**src/rtl/lea_pkg.sv**
```systemverilog
// shared constants, codes and types of the lifo extent allocator
`default_nettype none

package lea_pkg;

   // sizes
   localparam int STACK_DEPTH  = 256;
   localparam int ADDR_BITS    = 40;
   localparam int IDX_BITS     = $clog2(STACK_DEPTH);
   localparam int CNT_BITS     = $clog2(STACK_DEPTH + 1);
   localparam int WANT_BITS    = ADDR_BITS + 1;
   localparam int FRAG_BITS    = 5;
   localparam int CSR_IDX_BITS = 2;
   localparam int QUEUE_DEPTH  = 2;
   localparam int QPTR_BITS    = $clog2(QUEUE_DEPTH);
   localparam int QCNT_BITS    = $clog2(QUEUE_DEPTH + 1);

   // operation codes
   localparam logic OP_ALLOC = 1'b0;
   localparam logic OP_FREE  = 1'b1;

   // result status codes
   localparam logic [1:0] ST_ALLOCATED = 2'd0;
   localparam logic [1:0] ST_NO_MEMORY = 2'd1;
   localparam logic [1:0] ST_FREED     = 2'd2;
   localparam logic [1:0] ST_DROPPED   = 2'd3;

   // register indexes
   localparam logic [CSR_IDX_BITS-1:0] CSR_REGION_BASE   = 2'd0;
   localparam logic [CSR_IDX_BITS-1:0] CSR_REGION_LENGTH = 2'd1;
   localparam logic [CSR_IDX_BITS-1:0] CSR_FRAGMENT_LOG2 = 2'd2;

   // classified item travelling from front to back
   typedef struct packed {
      logic                 operation;
      logic [WANT_BITS-1:0] want;
      logic [ADDR_BITS-1:0] amount;
      logic [ADDR_BITS-1:0] extent_addr;
   } queue_item_type;

   // one stack entry
   typedef struct packed {
      logic [ADDR_BITS-1:0] addr;
      logic [ADDR_BITS-1:0] length;
   } extent_type;

   // region settings seen by the back end
   typedef struct packed {
      logic [ADDR_BITS-1:0] base;
      logic [ADDR_BITS-1:0] length;
      logic                 reinit;
   } cfg_type;

endpackage

`default_nettype wire

```
**src/rtl/lea_front.sv**
```systemverilog
// front end: accepts items and rounds allocate requests up to the fragment size
`default_nettype none

module lea_front import lea_pkg::*; (
   input  wire logic                 clock,
   input  wire logic                 reset,
   input  wire logic [FRAG_BITS-1:0] fragment_log2,
   input  wire logic                 req_valid,
   output logic                      req_ready,
   input  wire logic                 req_operation,
   input  wire logic [ADDR_BITS-1:0] req_amount,
   input  wire logic [ADDR_BITS-1:0] req_extent_addr,
   output logic                      q_push,
   input  wire logic                 q_ready,
   output queue_item_type            q_item
);

   logic           stage_valid_ff;
   logic           stage_valid_in;
   queue_item_type stage_ff;
   queue_item_type stage_in;
   logic [WANT_BITS-1:0] frag_mask;
   logic [ADDR_BITS-1:0] rem_bits;
   logic                 accepted;

   // round-up: fill the low bits and add one when any of them was set
   always_comb begin
      frag_mask = ~({WANT_BITS{1'b1}} << fragment_log2);
      rem_bits  = req_amount & frag_mask[ADDR_BITS-1:0];
      stage_in.operation   = req_operation;
      stage_in.amount      = req_amount;
      stage_in.extent_addr = req_extent_addr;
      if (rem_bits == '0) begin
         stage_in.want = {1'b0, req_amount};
      end else begin
         stage_in.want = {1'b0, req_amount | frag_mask[ADDR_BITS-1:0]} + WANT_BITS'(1);
      end
   end

   // handshake with the queue
   assign req_ready = !stage_valid_ff || q_ready;
   assign accepted  = req_valid && req_ready;
   assign q_push    = stage_valid_ff;
   assign q_item    = stage_ff;

   always_comb begin
      if (accepted) begin
         stage_valid_in = 1'b1;
      end else if (q_ready) begin
         stage_valid_in = 1'b0;
      end else begin
         stage_valid_in = stage_valid_ff;
      end
   end

   // stage register
   always_ff @(posedge clock) begin
      if (reset) begin
         stage_valid_ff <= 1'b0;
      end else begin
         stage_valid_ff <= stage_valid_in;
      end
      if (accepted) begin
         stage_ff <= stage_in;
      end
   end

endmodule

`default_nettype wire

```
**config.mk**
```make
export PLATFORM = sky130hd
export DESIGN_NAME = lea_front
export DESIGN_NICKNAME = d
export VERILOG_FILES = /design/src/rtl/lea_pkg.sv /design/src/rtl/lea_front.sv
export SDC_FILE = /design/constraint.sdc
export NUM_CORES = 1
export LEC_CHECK = 0
export ABC_CLOCK_PERIOD_IN_PS = 9840
export BUFFER_PORTS_ARGS = -buffer_cell sky130_fd_sc_hd__buf_2
export CORE_MARGIN = 1
export CORE_UTILIZATION = 45
export DETAILED_ROUTE_END_ITERATION = 16
export PLACE_DENSITY_LB_ADDON = 0.12
export SYNTH_ARGS = -nofsm -noshare
export SYNTH_HDL_FRONTEND = slang
export SYNTH_SLANG_ARGS = --single-unit
```
**constraint.sdc**
```tcl
create_clock -name clock -period 9.84 [get_ports clock]
set_clock_uncertainty 0.15 [all_clocks]
set_input_delay 1.968 -clock clock [delete_from_list [all_inputs] [get_ports clock]]
set_output_delay 1.968 -clock clock [all_outputs]
set_load 0.01 [all_outputs]
```
# ---- After elaboration in Yosys (flattened, before gate mapping)
# Cells that the tools add are included.
# W data, S select, Z words.
dict set report word_totals {
  regBits 123
  word_cells 19
  output_inout_bits 124
}
dict set report op_classes {
  shift 1
  n_mux 3
  add_sub_neg 1
  bitwise 3
  n_reduce_logical 5
}
# cell n
set ops {}
lappend ops {{$add A40 B1 Y41 const B} 1}
lappend ops {{$shl A41 B5 Y40 const A} 1}
lappend ops {{$and A40 B40 Y40} 1}
lappend ops {{$logic_not A40 Y1} 1}
lappend ops {{$mux W40} 1}
lappend ops {{$not A40 Y40} 1}
lappend ops {{$or A40 B40 Y40} 1}
lappend ops {{$mux W1} 2}
lappend ops {{$reduce_bool A2 Y1} 1}
lappend ops {{$logic_and A1 B1 Y1} 1}
lappend ops {{$logic_not A1 Y1} 1}
lappend ops {{$logic_or A1 B1 Y1} 1}

# ---- Longest topological paths before layout
dict set report depth {
  ltp_word 5
  ltp_mapped 13
  mapped_depth_nobuf 9
}

# ---- Least setup slack after synthesis
# No wires, ideal clock.
dict set report synth_timing {
  path_type {in2reg}
  from {input port q_ready}
  to {register stage_ff (netlist bit q_item[0]) (enable)}
  setup_ns 0.496
  arrival_time_ns 4.992
  setup_slack_ns 4.202
  path_stages 2
  t_required_ns 9.194
  path_cell_list {nand2b_1 > and2_1}
}
dict set report synth_between {
  elab_chain_cells 2
}
# item line_no
set synth_lines {}
lappend synth_lines {{start, declared} lea_front.sv:14} ;# input wire logic q_ready,
lappend synth_lines {{$logic_or A1 B1 Y1} lea_front.sv:41} ;# assign req_ready = !stage_valid_ff || q_ready;
lappend synth_lines {{$logic_and A1 B1 Y1} lea_front.sv:42} ;# assign accepted = req_valid && req_ready;
lappend synth_lines {{via accepted} lea_front.sv:24} ;# logic accepted;
lappend synth_lines {{end signal, assigned} lea_front.sv:64} ;# stage_ff <= stage_in;
lappend synth_lines {{end, declared} lea_front.sv:20} ;# queue_item_type stage_ff;
# The timed path passes the listed nets, and every way through them passes these cells.
# A chain may end at the register's enable or synchronous reset.

==> flow_summary.ini <==
[worst_setup_path]
crit_buf_inv = 2
crit_top_cell = nand4_1
crit_type = in2reg
end_kind = flip-flop
path_cells = buf_2, or2_1, o21ai_0, nand4_1, a2111oi_4, nand4_1, buf_4, and4b_1, mux2_1
rrSetupSlack_ns = 7.50
timing.rr.end = q_item[12]
cp.required_ns = 9.85
crit_family = simple AND/OR/NAND/NOR gates
slowest_stage = nand4_1
timing.rr.start = q_push
arrival_ns = 5.33
worstPathMaxFanout = 43
start_kind = input port
worstRegToRegCells = 3
max_stage_delay_ns = 0.78

[pwr]
ir_drop_v = 0.000100
cellLeakagePower_nw = 3.01
powerDensity_mw_per_mm2 = 193

[yosys]
yosysMostFrequentCell = edfxtp_1
async_flop_share_pct = 0
synth-compound-area-share_pct = 14.1
synth_edf_count = 122
yosys-mux-area-fraction_pct = 2.18
syn_avg_cell_area_sq_um = 13.2
synthSimpleGateAreaFrac_pct = 13.7
ys_top_cells_by_count = 122 x edfxtp_1, 25 x nor2_1, 23 x a21oi_1, 20 x nand2_1, 20 x o21ai_0
synth_xor_area_share_pct = 1.83
synthTopCellsByArea = edfxtp_1 64%, a21oi_1 2.0%, o21ai_0 1.7%, nor2_1 1.6%, nor3_1 1.4%
netlist_area_sq_mm = 0.00573
synth_cell_type_count = 74
syn_inst = 435
synth_fa_ha_area_share_pct = 0.218
ys_seq_elements = 123
ys_seq_area_share_pct = 64.3
synth_top_family_by_area = compound AO/OA/AOI/OAI gates
synthDominantCellAreaShare_pct = 63.9
synth_ff_type = edfxtp_1
syn_nets = 526
synth_warnings = 0
synth_largest_area_cell = edfxtp_1

[timing]
slew_headroom_pct = 37.5
report.final.slew_viol_count = 0
hold_viol = 0
finalSetupTns_ns = 0
tightest_slew_ns = 0.935
timing.final.crit_share_pct = 54.1
finalSetupViolations = 0
fmax_mhz = 188
rsz0062_at_grt = false
period_minus_slack_ns = 5.32

[grt]
grt.total_usage_pct = 23.2
grt_start_max_net_pins = 64
grt_pass1_vias = 4208
antenna_found_initial = 0
grt.overflow.total = 0
grt_pass1_wl_microns = 22700

[clock_network]
cts.sinks = 123
cts_tree = done
postCtsHoldBufs = 0
root_buffer = clkbuf_16
h-tree-depth = 4
clock_latency_ns = 0.41
cts_buffers = 17
postCtsSetupRepairBufs = 0
clock_path_buffers = 2
clk_pin_slew_ns = 0.05
cts_resized = 0

[routing]
num_vias = 4559
drt_iter0_markers = 372
detail_route.first_pass.iterations = 5
via_per_inst = 5.56
wl_per_cell_microns = 18.4
route.detailed.drc = 0
routed_wl_microns = 15100
ant_nets = 0

[die]
fp.dieW_microns = 115
die_area_sq_mm = 0.0132
row_count = 40
start_util_pct = 46.9
io_pins = 214
fp.dieH_microns = 115
coreArea_sq_mm = 0.0122

[cells_and_area]
antennaDiodeCount = 0
regArea_sq_mm = 0.00368
syn_to_final_growth_pct = 29.9
fin_area_sq_mm = 0.00744
final_util_pct = 61.0
fin_nets = 730
nFillCells = 1026
multi_input_comb_area_sq_mm = 0.00184
drive_gt1_share_pct = 41.1

[worst_hold_path]
hp-class = reg2reg
hp-start = q_push
holdPathEnd = q_push
min_path_cells = 2

[job]
maxCapViolations = 0

[run_status]
outcome = finished clean

[placement]
place.gp.congestion = 0.851
dpl_cell_area_sq_mm = 0.00684
dpl.hpwl_microns = 10700
numPortBuffers = 213
==> power breakdown <==
| part | total [mW] | switching [mW] | internal [mW] |
|---|---|---|---|
| clock | 0.643 | 0.221 | 0.422 |
| sequential | 0.625 | 0.00746 | 0.618 |
| combinational | 0.171 | 0.107 | 0.0643 |
| total | 1.44 | 0.335 | 1.10 |
==> layer usage <==
layer  global-route usage, %  wire [microns]  vias up
met1                    30.2            6310     2162
met3                    7.54            1500       20
met5                       0               0        -
met4                    8.48             248        0
met2                    36.5            7010      243
li1                        -               -     2134
==> layout by cell type, fill, tap and decap left out, drive strengths merged, types with 3 or more instances in the layout <==
| master | n |
|---|---|
| buf | 215 |
| edfxtp | 122 |
| nor2 | 26 |
| a21oi | 24 |
| o21ai | 21 |
| nand2 | 20 |
| clkbuf | 20 |
| nor3 | 18 |
| nor4 | 11 |
| and3 | 11 |
| a31oi | 9 |
| mux2 | 9 |
| nand3 | 8 |
| nand4 | 8 |
| xnor2 | 8 |
| inv | 7 |
| a211oi | 7 |
| o21a | 6 |
| or3 | 6 |
| and2 | 6 |
| or2 | 6 |
| o211a | 5 |
| o22ai | 5 |
| clkinv | 5 |
| nor4b | 4 |
| xor2 | 4 |
| bufinv | 4 |
| nand2b | 3 |
| nor3b | 3 |
==> worst min-delay path, cell delays in order, from the launching register on <==
cell	delay, ns
dfxtp_1	0.31
nand2b_1	0.10
a21oi_1	0.07
==> final cells by class <==
class,count,share of cell area (%)
Timing Repair Buffer,215,14.5
Clock inverter,12,2.30
Inverter,6,0.303
Tap cell,168,2.82
Multi-Input combinational cell,276,24.7
Clock buffer,20,5.87
Sequential cell,123,49.5
==> flip-flops by register name (all words and copies together), names as in the netlist <==
name    flops
q_push      1
q_item    122
==> cell families after synthesis <==
family / Yosys count
flip-flops: 123
buffers and inverters: 36
XOR/XNOR: 12
AND/OR/NAND/NOR: 140
adder cells (fa/ha/maj): 1
AO/OA/AOI/OAI: 112
multiplexers: 11
==> metrics by stage <==
stage                     instances  worst slack (ns)  power [mW]  hold slack (ns)
after floorplan                 435              4.20       0.733            0.443
after global placement          788              4.23       0.804            0.350
after detailed placement        788              4.11       0.806            0.358
after CTS                       820              4.55        1.45            0.374
after global routing            820              4.26        1.49            0.400
final                           820              4.52        1.44            0.368
==> worst max path at each step <==
| stage | startpoint | cells after the start | slack, ns | endpoint |
|---|---|---|---|---|
| after floorplan | q_ready | 2 | 4.20 | q_item[0] |
| after global placement | req_amount[13] | 9 | 4.23 | q_item[107] |
| after detailed placement | fragment_log2[4] | 9 | 4.11 | q_item[107] |
| after CTS | fragment_log2[4] | 9 | 4.55 | q_item[107] |
| after global routing | fragment_log2[4] | 9 | 4.26 | q_item[107] |
| final | fragment_log2[4] | 9 | 4.52 | q_item[107] |
(Power assumes the default switching activity.)
