**config.mk**
```make
export PLATFORM = sky130hd
export DESIGN_NAME = lea_queue
export DESIGN_NICKNAME = d
export VERILOG_FILES = /design/src/rtl/lea_pkg.sv /design/src/rtl/lea_queue.sv
export SDC_FILE = /design/constraint.sdc
export NUM_CORES = 1
export LEC_CHECK = 0
export CAP_MARGIN = 10
export CORE_MARGIN = 2
export CORE_UTILIZATION = 44
export DETAILED_ROUTE_END_ITERATION = 8
export DONT_BUFFER_PORTS = 1
export MAX_ROUTING_LAYER = met4
export PLACE_DENSITY = 0.55
export RECOVER_POWER = 25
export SLEW_MARGIN = 5
export SYNTH_ARGS = -nofsm -noshare
export SYNTH_HDL_FRONTEND = slang
export SYNTH_SLANG_ARGS = --single-unit
```
**constraint.sdc**
```tcl
create_clock -name clock -period 11.15 [get_ports clock]
set_input_delay 0.5575 -clock clock [delete_from_list [all_inputs] [get_ports clock]]
set_output_delay 0.5575 -clock clock [all_outputs]
set_load 0.02 [all_outputs]
```
**src/rtl/lea_pkg.sv**
```systemverilog
// shared constants, codes and types of the lifo extent allocator
`default_nettype none

package lea_pkg;

   // sizes
   localparam int STACK_DEPTH  = 256;
   localparam int ADDR_BITS    = 40;
   localparam int IDX_BITS     = $clog2(STACK_DEPTH);
   localparam int CNT_BITS     = $clog2(STACK_DEPTH + 1);
   localparam int WANT_BITS    = ADDR_BITS + 1;
   localparam int FRAG_BITS    = 5;
   localparam int CSR_IDX_BITS = 2;
   localparam int QUEUE_DEPTH  = 2;
   localparam int QPTR_BITS    = $clog2(QUEUE_DEPTH);
   localparam int QCNT_BITS    = $clog2(QUEUE_DEPTH + 1);

   // operation codes
   localparam logic OP_ALLOC = 1'b0;
   localparam logic OP_FREE  = 1'b1;

   // result status codes
   localparam logic [1:0] ST_ALLOCATED = 2'd0;
   localparam logic [1:0] ST_NO_MEMORY = 2'd1;
   localparam logic [1:0] ST_FREED     = 2'd2;
   localparam logic [1:0] ST_DROPPED   = 2'd3;

   // register indexes
   localparam logic [CSR_IDX_BITS-1:0] CSR_REGION_BASE   = 2'd0;
   localparam logic [CSR_IDX_BITS-1:0] CSR_REGION_LENGTH = 2'd1;
   localparam logic [CSR_IDX_BITS-1:0] CSR_FRAGMENT_LOG2 = 2'd2;

   // classified item travelling from front to back
   typedef struct packed {
      logic                 operation;
      logic [WANT_BITS-1:0] want;
      logic [ADDR_BITS-1:0] amount;
      logic [ADDR_BITS-1:0] extent_addr;
   } queue_item_type;

   // one stack entry
   typedef struct packed {
      logic [ADDR_BITS-1:0] addr;
      logic [ADDR_BITS-1:0] length;
   } extent_type;

   // region settings seen by the back end
   typedef struct packed {
      logic [ADDR_BITS-1:0] base;
      logic [ADDR_BITS-1:0] length;
      logic                 reinit;
   } cfg_type;

endpackage

`default_nettype wire

```
**src/rtl/lea_queue.sv**
```systemverilog
// short queue of classified items between front and back end
`default_nettype none

module lea_queue import lea_pkg::*; (
   input  wire logic     clock,
   input  wire logic     reset,
   input  wire logic     push,
   output logic          push_ready,
   input  wire queue_item_type push_item,
   output logic          pop_valid,
   input  wire logic     pop,
   output queue_item_type pop_item
);

   queue_item_type       slot_ff [QUEUE_DEPTH];
   logic [QPTR_BITS-1:0] wr_ptr_ff;
   logic [QPTR_BITS-1:0] rd_ptr_ff;
   logic [QCNT_BITS-1:0] count_ff;
   logic                 do_push;
   logic                 do_pop;

   assign push_ready = count_ff != QCNT_BITS'(QUEUE_DEPTH);
   assign pop_valid  = count_ff != '0;
   assign pop_item   = slot_ff[rd_ptr_ff];
   assign do_push    = push && push_ready;
   assign do_pop     = pop && pop_valid;

   // pointers and fill level
   always_ff @(posedge clock) begin
      if (reset) begin
         wr_ptr_ff <= '0;
         rd_ptr_ff <= '0;
         count_ff  <= '0;
      end else begin
         if (do_push) begin
            wr_ptr_ff <= (wr_ptr_ff == QPTR_BITS'(QUEUE_DEPTH - 1)) ? '0 : wr_ptr_ff + 1'b1;
         end
         if (do_pop) begin
            rd_ptr_ff <= (rd_ptr_ff == QPTR_BITS'(QUEUE_DEPTH - 1)) ? '0 : rd_ptr_ff + 1'b1;
         end
         if (do_push && !do_pop) begin
            count_ff <= count_ff + 1'b1;
         end else if (do_pop && !do_push) begin
            count_ff <= count_ff - 1'b1;
         end
      end
   end

   // slot storage
   always_ff @(posedge clock) begin
      if (do_push) begin
         slot_ff[wr_ptr_ff] <= push_item;
      end
   end

endmodule

`default_nettype wire

```
; ---- Word-level counts from Yosys, hierarchy flattened
; Memories as Yosys holds them, arrays and structs flattened. A register that Yosys moved wholly into a read port is not among the register bits.
; Cells that the tools add are included.
; W data, S select, Z words.
[word_totals]
regBits = 4
latchBits = 0
ramBits = 244
rom_bits = 0
inputBits = 126
output_inout_bits = 124
wordCells = 25
mem_count = 1
[memory_table]
columns = memory, depth, word_bits, rd, rd_clocked_by_memory_dff, wr, line_no
row1 = slot_ff, 2, 122, 1, 1, 1, lea_queue.sv:15  ; queue_item_type slot_ff [QUEUE_DEPTH];
[classes]
n_addsub = 4
n_mul = 0
n_div = 0
magnitude_cmp = 0
eq_ne = 1
shifts = 0
muxes = 8
n_bitwise = 0
reduce_logical = 8
[ops]
columns = op, count
row1 = $mux W1, 6
row2 = $logic_and A1 B1 Y1, 4
row3 = $mux W2, 2
row4 = $reduce_bool A2 Y1, 2
row5 = $add A1 B1 Y1 const B, 2
row6 = $add A2 B1 Y2 const B, 1
row7 = $logic_not A1 Y1, 2
row8 = $ne A2 B2 Y1 const B, 1
row9 = $sub A2 B1 Y2 const B, 1

; ---- Logic depth before layout (Yosys ltp)
; Gate-level depths: netlist of the first run.
[logic_depth]
word_depth = 6
depth_mapped = 6
ltp_nobuf = 6

; ---- Worst setup path before layout of the first run
; OpenSTA, ideal clock, no wires.
[synth_path]
path_kind = reg-to-reg
from = reg count_ff[0]
to = mem slot_ff[1][0] in the netlist's numbering, enable pin
t_arrival_ps = 3586
required_time_ps = 10654
slack_ps = 7067
path_stages_with_launch = 3
n_path_buf = 0
path_cell_list = dfxtp_1 -> nand2b_1 -> and3_1
[synth_between]
elab_chain_len = 4
[synth_rtl]
columns = item, line_no
row1 = from (decl), lea_queue.sv:18  ; logic [QCNT_BITS-1:0] count_ff;
row2 = from (signal assigned), lea_queue.sv:42  ; count_ff <= count_ff + 1'b1;
row3 = from (signal assigned), lea_queue.sv:44  ; count_ff <= count_ff - 1'b1;
row4 = $ne A2 B2 Y1, lea_queue.sv:22  ; assign push_ready = count_ff != QCNT_BITS'(QUEUE_DEPTH);
row5 = named net push_ready, lea_queue.sv:8  ; output logic push_ready,
row6 = $logic_and A1 B1 Y1, lea_queue.sv:25  ; assign do_push = push && push_ready;
row7 = $mux W1, lea_queue.sv:51  ; if (do_push) begin
row8 = $mux W1 (implied by the code), lea_queue.sv:52  ; slot_ff[wr_ptr_ff] <= push_item;
row9 = to (decl), lea_queue.sv:15
; The timed path passes the listed nets, and every way through them passes these cells.

==> out/summary.md, run 1 <==
### Status
• status: finished, final reports clean

### STA
• Peak Freq: 347 MHz
• period utilisation layout: 25.9%
• Clock Skew: 0.0166 ns
• final period demand of the worst path: 2.88 ns
• least setup slack across all paths after layout: 8.27 ns
• worst slew pin tran: 0.932 ns
• Max Transition Viols Final: 0
• setup repair after global routing missed its margin: false
• Hold Vio Cnt, Final: 0
• setup_tns: 0 ns
• Setup Viol. Count Final: 0
• Max-slew headroom: 37.8%

### Logic synthesis
• register area share after synthesis: 79.3%
• cell area after technology mapping: 0.00936 mm²
• leading area contributor after synthesis: edfxtp_1
• largest cells by area after synthesis: edfxtp_1 78%, mux2_4 13%, mux2_2 5.1%
• Post-Synthesis Cells: 404
• net count of the mapped netlist: 531
• mean cell area of the mapped netlist: 23.2 µm²
• flip-flop and latch count after synthesis: 249
• Yosys warnings: 0
• synth unique cells: 20
• share of the synthesized area in the top cell type: 78.3%

### Drt
• routed via count divided by cell count: 5.18
• drt initial violations: 209
• sum of routed wire length over all layers: 15400 µm
• total vias in the final route: 3685
• wire length per cell: 21.7 µm
• remaining design rule violation count: 0
• first-pass iteration count of the detailed router: 4
• number of nets with antenna violations after detailed routing: 0

### Placement
• Placement Setup Slack: 8.27 ns
• number of buffers added on ports: 0
• GP Congestion: 0.722
• final HPWL from detailed placement: 9910 µm
• Post-DP Area: 0.00961 mm²

### Clock tree
• CTS clock-pin slew for the worst setup and hold paths: 0.06 ns
• Clock Root Buffer: clkbuf_16
• post_cts resized: 0
• clock sink total: 249
• post-CTS setup-driven buffer insertion count: 0
• clock latency on the worst-skew pair: 0.51 ns
• Max Buffers Root-to-Sink: 3
• number of CTS-inserted buffers: 25
• number of buffers added to fix hold violations after cts: 0
• number of H-tree levels: 1
• clock tree from TritonCTS: yes

### Final layout
• layout overhead on the synthesized area: 10.5%
• design area: 0.0103 mm²
• net count of the finished layout: 548
• number of antenna diodes: 0
• share of cells above drive strength 1: 37.3%

### Worst setup path
• largest delay contributor family on the critical path: buffers and inverters
• critical path launch point type: flop
• total buffers and inverters traversed by the critical path: 1
• critical path capture point type: primary output
• critical path class: flop to primary output
• Worst Path Max Fanout: 50
• signal arrival time at the worst endpoint: 2.33 ns
• slowest cell delay on critical path: 0.75 ns
• slowest CP cell: buf_4
• data required time of the critical path: 10.59 ns
• critical path, cell by cell: buf_4 > mux2_4

### Worst hold path
• hold crit path type: input port to flop

### Die
• number of placement rows: 53
• Die Span Y: 150 µm
• initial standard-cell utilization of the core: 44.7%
• Core Region: 0.0210 mm²
• number of ports placed on the die boundary: 250
• Total Die Area: 0.0225 mm²
• chip width: 150 µm

### GRT
• vias in the first global route: 4047
• sum of overflow across all layers after global routing: 0
• total routing usage reported by global routing: 13.5%
• pin count of the biggest net entering global routing: 66
• first-pass GRT wire length: 22600 µm
• antenna violations before repair: 0

### Power
• total power: 2.59 mW
• combinational fraction of design power: 24.1%
• Flop pwr share: 46.8%
• Net Switching: 746 µW
• pwr dens: 250 mW/mm²
• static leakage: 3.48 nW
• peak supply drop: 0.160 mV
• sw frac: 28.8%
• part of the total power dissipated in the clock network: 29.1%
• internal power: 1.84 mW

### Job
• max_cap viols: 0

stage by stage:
stage	hold slack, ns	utilization [%]	instances
floorplan	0.471	-	404
global placement	0.480	45.9	669
detailed placement	0.505	45.9	669
CTS	0.0889	49.4	712
global route	0.0928	49.4	712
finish	0.107	49.4	712
routing by layer:
layer | GRT usage, % | part of all wire [%] | vias up
met3 | 7.90 | 15 | 28
met2 | 21.6 | 49 | 198
met1 | 14.1 | 33 | 1827
li1 | - | - | 1632
met5 | - | 0 | -
met4 | 4.39 | 2.9 | 0
cells in the final DEF, fill, tap and decap left out:
| cell type | n |
|---|---|
| o21ai_0 | 2 |
| nor2_1 | 3 |
| a21oi_1 | 2 |
| clkbuf_8 | 1 |
| and2_1 | 1 |
| nand3b_1 | 1 |
| or3_1 | 1 |
| clkbuf_1 | 8 |
| xor2_1 | 3 |
| clkinvlp_4 | 1 |
| clkinv_1 | 3 |
| bufinv_16 | 1 |
| clkinv_2 | 4 |
| mux2_4 | 80 |
| and3_4 | 1 |
| dfxtp_1 | 4 |
| or2_2 | 1 |
| buf_4 | 4 |
| inv_4 | 1 |
| nand2b_1 | 1 |
| dfxtp_4 | 1 |
| edfxtp_1 | 244 |
| mux2_2 | 42 |
| clkbuf_16 | 25 |
| ha_1 | 1 |
| a21bo_2 | 1 |
sequential cells by signal, indices dropped and copies added, names as in the netlist, named ones only:
register,flops
rd_ptr_ff,1
count_ff,2
slot_ff,244
wr_ptr_ff,1
synthesized netlist by cell type, drive strengths merged:
cell type,n
edfxtp,244
mux2,122
buf,14
dfxtp,5
nor2,3
xor2,3
a21oi,2
o21ai,2
a21bo,1
and2,1
and3,1
ha,1
inv,1
nand2b,1
nand3b,1
or2,1
or3,1
path summary, 6_finish.rpt:
check,cells past startpoint,end,slack [ns],start
worst min register to register,2,rd_ptr_ff,0.51,rd_ptr_ff
worst min-delay path,1,wr_ptr_ff,0.11,reset
worst max-delay path,2,pop_item[50],8.27,flop
worst max register to register,3,slot_ff[1][17],8.29,count_ff[0]
power groups by stage:
stage                     Clock [mW]  Combinational [mW]  Sequential [mW]
after floorplan                    0               0.580             1.22
after global placement             0               0.633             1.23
after detailed placement           0               0.637             1.23
after CTS                      0.777               0.638             1.21
after global routing           0.811               0.660             1.22
final                          0.755               0.623             1.21
cell families after synthesis:
family | synth area share, %
compound gates | 0.321
xor+xnor | 0.281
fa+ha+maj | 0.134
buf+inv | 1.50
flops | 79.3
mux | 17.9
simple gates | 0.535
final cells by class:
| type | instances | area (µm²) |
|---|---|---|
| Fill cell | 1721 | 10600 |
| Sequential cell | 249 | 7430 |
| Multi-Input combinational cell | 140 | 1800 |
| Clock buffer | 34 | 669 |
| Tap cell | 275 | 344 |
| Clock inverter | 9 | 68.8 |
| Timing Repair Buffer | 4 | 30.0 |
| Inverter | 1 | 6.26 |
(Power assumes the default switching activity.)
==> run 2: changes to the inputs <==
- clock period: 11.15 -> 2.85 ns (I/O delays scaled with it)
==> out/summary.md, run 2 (same netlist as run 1, synthesis figures left out) <==
### Power
• static leakage: 4.11 nW, was 3.48 nW
• total power: 10.8 mW, was 2.59 mW
• peak supply drop: 0.566 mV, was 0.160 mV
• pwr dens: 914 mW/mm², was 250 mW/mm²

### GRT
• antenna violations before repair: 2, was 0
• total routing usage reported by global routing: 14.0%, was 13.5%
• sum of overflow across all layers after global routing: 0, unchanged
• pin count of the biggest net entering global routing: 62, was 66
• first-pass GRT wire length: 23700 µm, was 22600 µm
• vias in the first global route: 4386, was 4047

### Final layout
• most frequent cells in the layout: 244 x edfxtp_1, 126 x dlygate4sd3_1, 80 x mux2_4, was 244 x edfxtp_1, 80 x mux2_4, 42 x mux2_2
• count of filler cells inserted in the layout: 1582, was 1721
• final standard cell count with taps included and fillers excluded: 843, was 712
• layout overhead on the synthesized area: 26.6%, was 10.5%
• most flop-heavy register: slot_ff, unchanged
• area taken by flip-flops and latches: 0.00743 mm², about the same
• Largest register FFs: 244, unchanged
• net count of the finished layout: 678, was 548
• combined area of the multi-input logic cells: 0.00181 mm², was 0.00180 mm²
• leading cell type in the layout, fill and taps excluded: edfxtp_1, unchanged
• registers with the most flip-flops: slot_ff (244), count_ff (2), unchanged
• share of cells above drive strength 1: 30.7%, was 37.3%

### Worst setup path
• slowest CP cell: dfxtp_4, was buf_4
• critical path, cell by cell: buf_12 > mux2_2, was buf_4 > mux2_4
• total buffers and inverters traversed by the critical path: 1, unchanged
• critical path launch point type: flop, unchanged
• largest delay contributor family on the critical path: flip-flops, was buffers and inverters
• data required time of the critical path: 2.71 ns, was 10.59 ns
• signal arrival time at the worst endpoint: 2.01 ns, was 2.33 ns
• Worst Path Max Fanout: 57, was 50
• r2r startpoint: count_ff[0], unchanged
• critical path class: flop to primary output, unchanged
• slowest cell delay on critical path: 0.61 ns, was 0.75 ns
• critical path capture point type: primary output, unchanged

### Clock tree
• number of CTS-inserted buffers: 26, was 25
• clock sink total: 249, unchanged
• Max Buffers Root-to-Sink: 3, unchanged
• Clock Root Buffer: clkbuf_16, unchanged
• post_cts resized: 0, unchanged
• clock tree from TritonCTS: yes, unchanged
• CTS clock-pin slew for the worst setup and hold paths: 0.06 ns, about the same
• clock latency on the worst-skew pair: 0.51 ns, about the same
• number of H-tree levels: 1, unchanged

### Die
• initial standard-cell utilization of the core: 44.7%, unchanged
• Core Region: 0.0210 mm², unchanged
• Total Die Area: 0.0225 mm², unchanged
• number of placement rows: 53, unchanged
• Die Span Y: 150 µm, unchanged
• chip width: 150 µm, unchanged
• number of ports placed on the die boundary: 250, unchanged

### Drt
• number of nets with antenna violations after detailed routing: 0, unchanged
• routed via count divided by cell count: 4.90, was 5.18
• remaining design rule violation count: 0, unchanged
• drt initial violations: 223, was 209
• first-pass iteration count of the detailed router: 4, unchanged
• wire length per cell: 19.0 µm, was 21.7 µm
• total vias in the final route: 4131, was 3685
• sum of routed wire length over all layers: 16100 µm, was 15400 µm

### STA
• Max-slew headroom: 68.1%, was 37.8%
• Worst Hold Margin: 0.113 ns, was 0.107 ns
• final period demand of the worst path: 2.16 ns
• Max Transition Viols Final: 0, unchanged
• Peak Freq: 464 MHz
• least setup slack across all paths after layout: 0.693 ns, was 8.27 ns
• Clock Skew: 0.00399 ns, was 0.0166 ns
• setup repair after global routing missed its margin: false, unchanged
• period utilisation layout: 75.7%
• Setup Viol. Count Final: 0, unchanged
• Hold Vio Cnt, Final: 0, unchanged
• worst slew pin tran: 0.479 ns, was 0.932 ns

### Placement
• number of placed cells counting well taps: 672, was 669
• Placement Setup Slack: 1.01 ns, was 8.27 ns
• number of buffers added on ports: 0, unchanged
• GP Congestion: 0.708, was 0.722
• final HPWL from detailed placement: 9780 µm, was 9910 µm

### Worst hold path
• hold_sp: push, was reset
• hold crit path type: input port to flop, unchanged

### Status
• status: finished, final reports clean, unchanged

### Job
• max_cap viols: 0, unchanged

-- run 2: cell types whose count changed in the layout (fill, tap and decap cells not counted), sizes merged --
| cell | previous run | this run |
|---|---|---|
| buf | 4 | 7 |
| bufinv | 1 | 5 |
| clkbuf | 34 | 29 |
| clkinvlp | 1 | 3 |
| diode | 0 | 2 |
| dlygate4sd3 | 0 | 126 |
| inv | 1 | 0 |
-- run 2: cell type report --
cell class                      count  area share [%]
Antenna cell                        2          0.0422
Clock buffer                       29            5.76
Clock inverter                     14            1.66
Inverter                            1          0.0634
Multi-Input combinational cell    140            15.2
Sequential cell                   249            62.7
Tap cell                          275            2.90
Timing Repair Buffer              133            11.6
-- run 2: worst min-delay path, cell delays in order --
cell and delay [ns]:
and2_1 0.11, ha_1 0.18, xor2_1 0.07, nor2_1 0.08
-- run 2: repair_timing --
| action | CTS | global route |
|---|---|---|
| buffers inserted | 0 | 0 |
| hold endpoints to repair | 249 | 0 |
| hold buffers | 126 | 0 |
-- run 2: where the power goes --
group          total (mW)  switching, mW  internal [mW]
sequential           4.74          0.168           4.58
combinational        2.67           1.59           1.08
clock                3.42           1.27           2.16
total                10.8           3.02           7.81
-- run 2: per-layer routing --
| layer | vias to the layer above | GRT usage (%) | share of wire [%] |
|---|---|---|---|
| met5 | - | - | 0 |
| met4 | 0 | 3.44 | 1.4 |
| met3 | 28 | 5.18 | 11 |
| met2 | 189 | 22.5 | 48 |
| met1 | 2016 | 16.9 | 39 |
| li1 | 1898 | - | - |
-- run 2: path summary, 6_finish.rpt --
check	slack (ns)	depth (start not counted)	end
setup / recovery	0.69	2	pop_item[3]
hold reg to reg	0.54	2	rd_ptr_ff
hold / removal	0.11	4	count_ff[0]
setup reg to reg	0.99	3	slot_ff[1][105]
-- run 2: stage by stage --
stage / area, µm² / utilization, % / setup TNS (ns)
floorplan: 9370 / - / -1.05
global placement: 9700 / 46.3 / 0
detailed placement: 9700 / 46.3 / 0
CTS: 11800 / 56.5 / 0
global route: 11900 / 56.6 / 0
finish: 11900 / 56.6 / 0
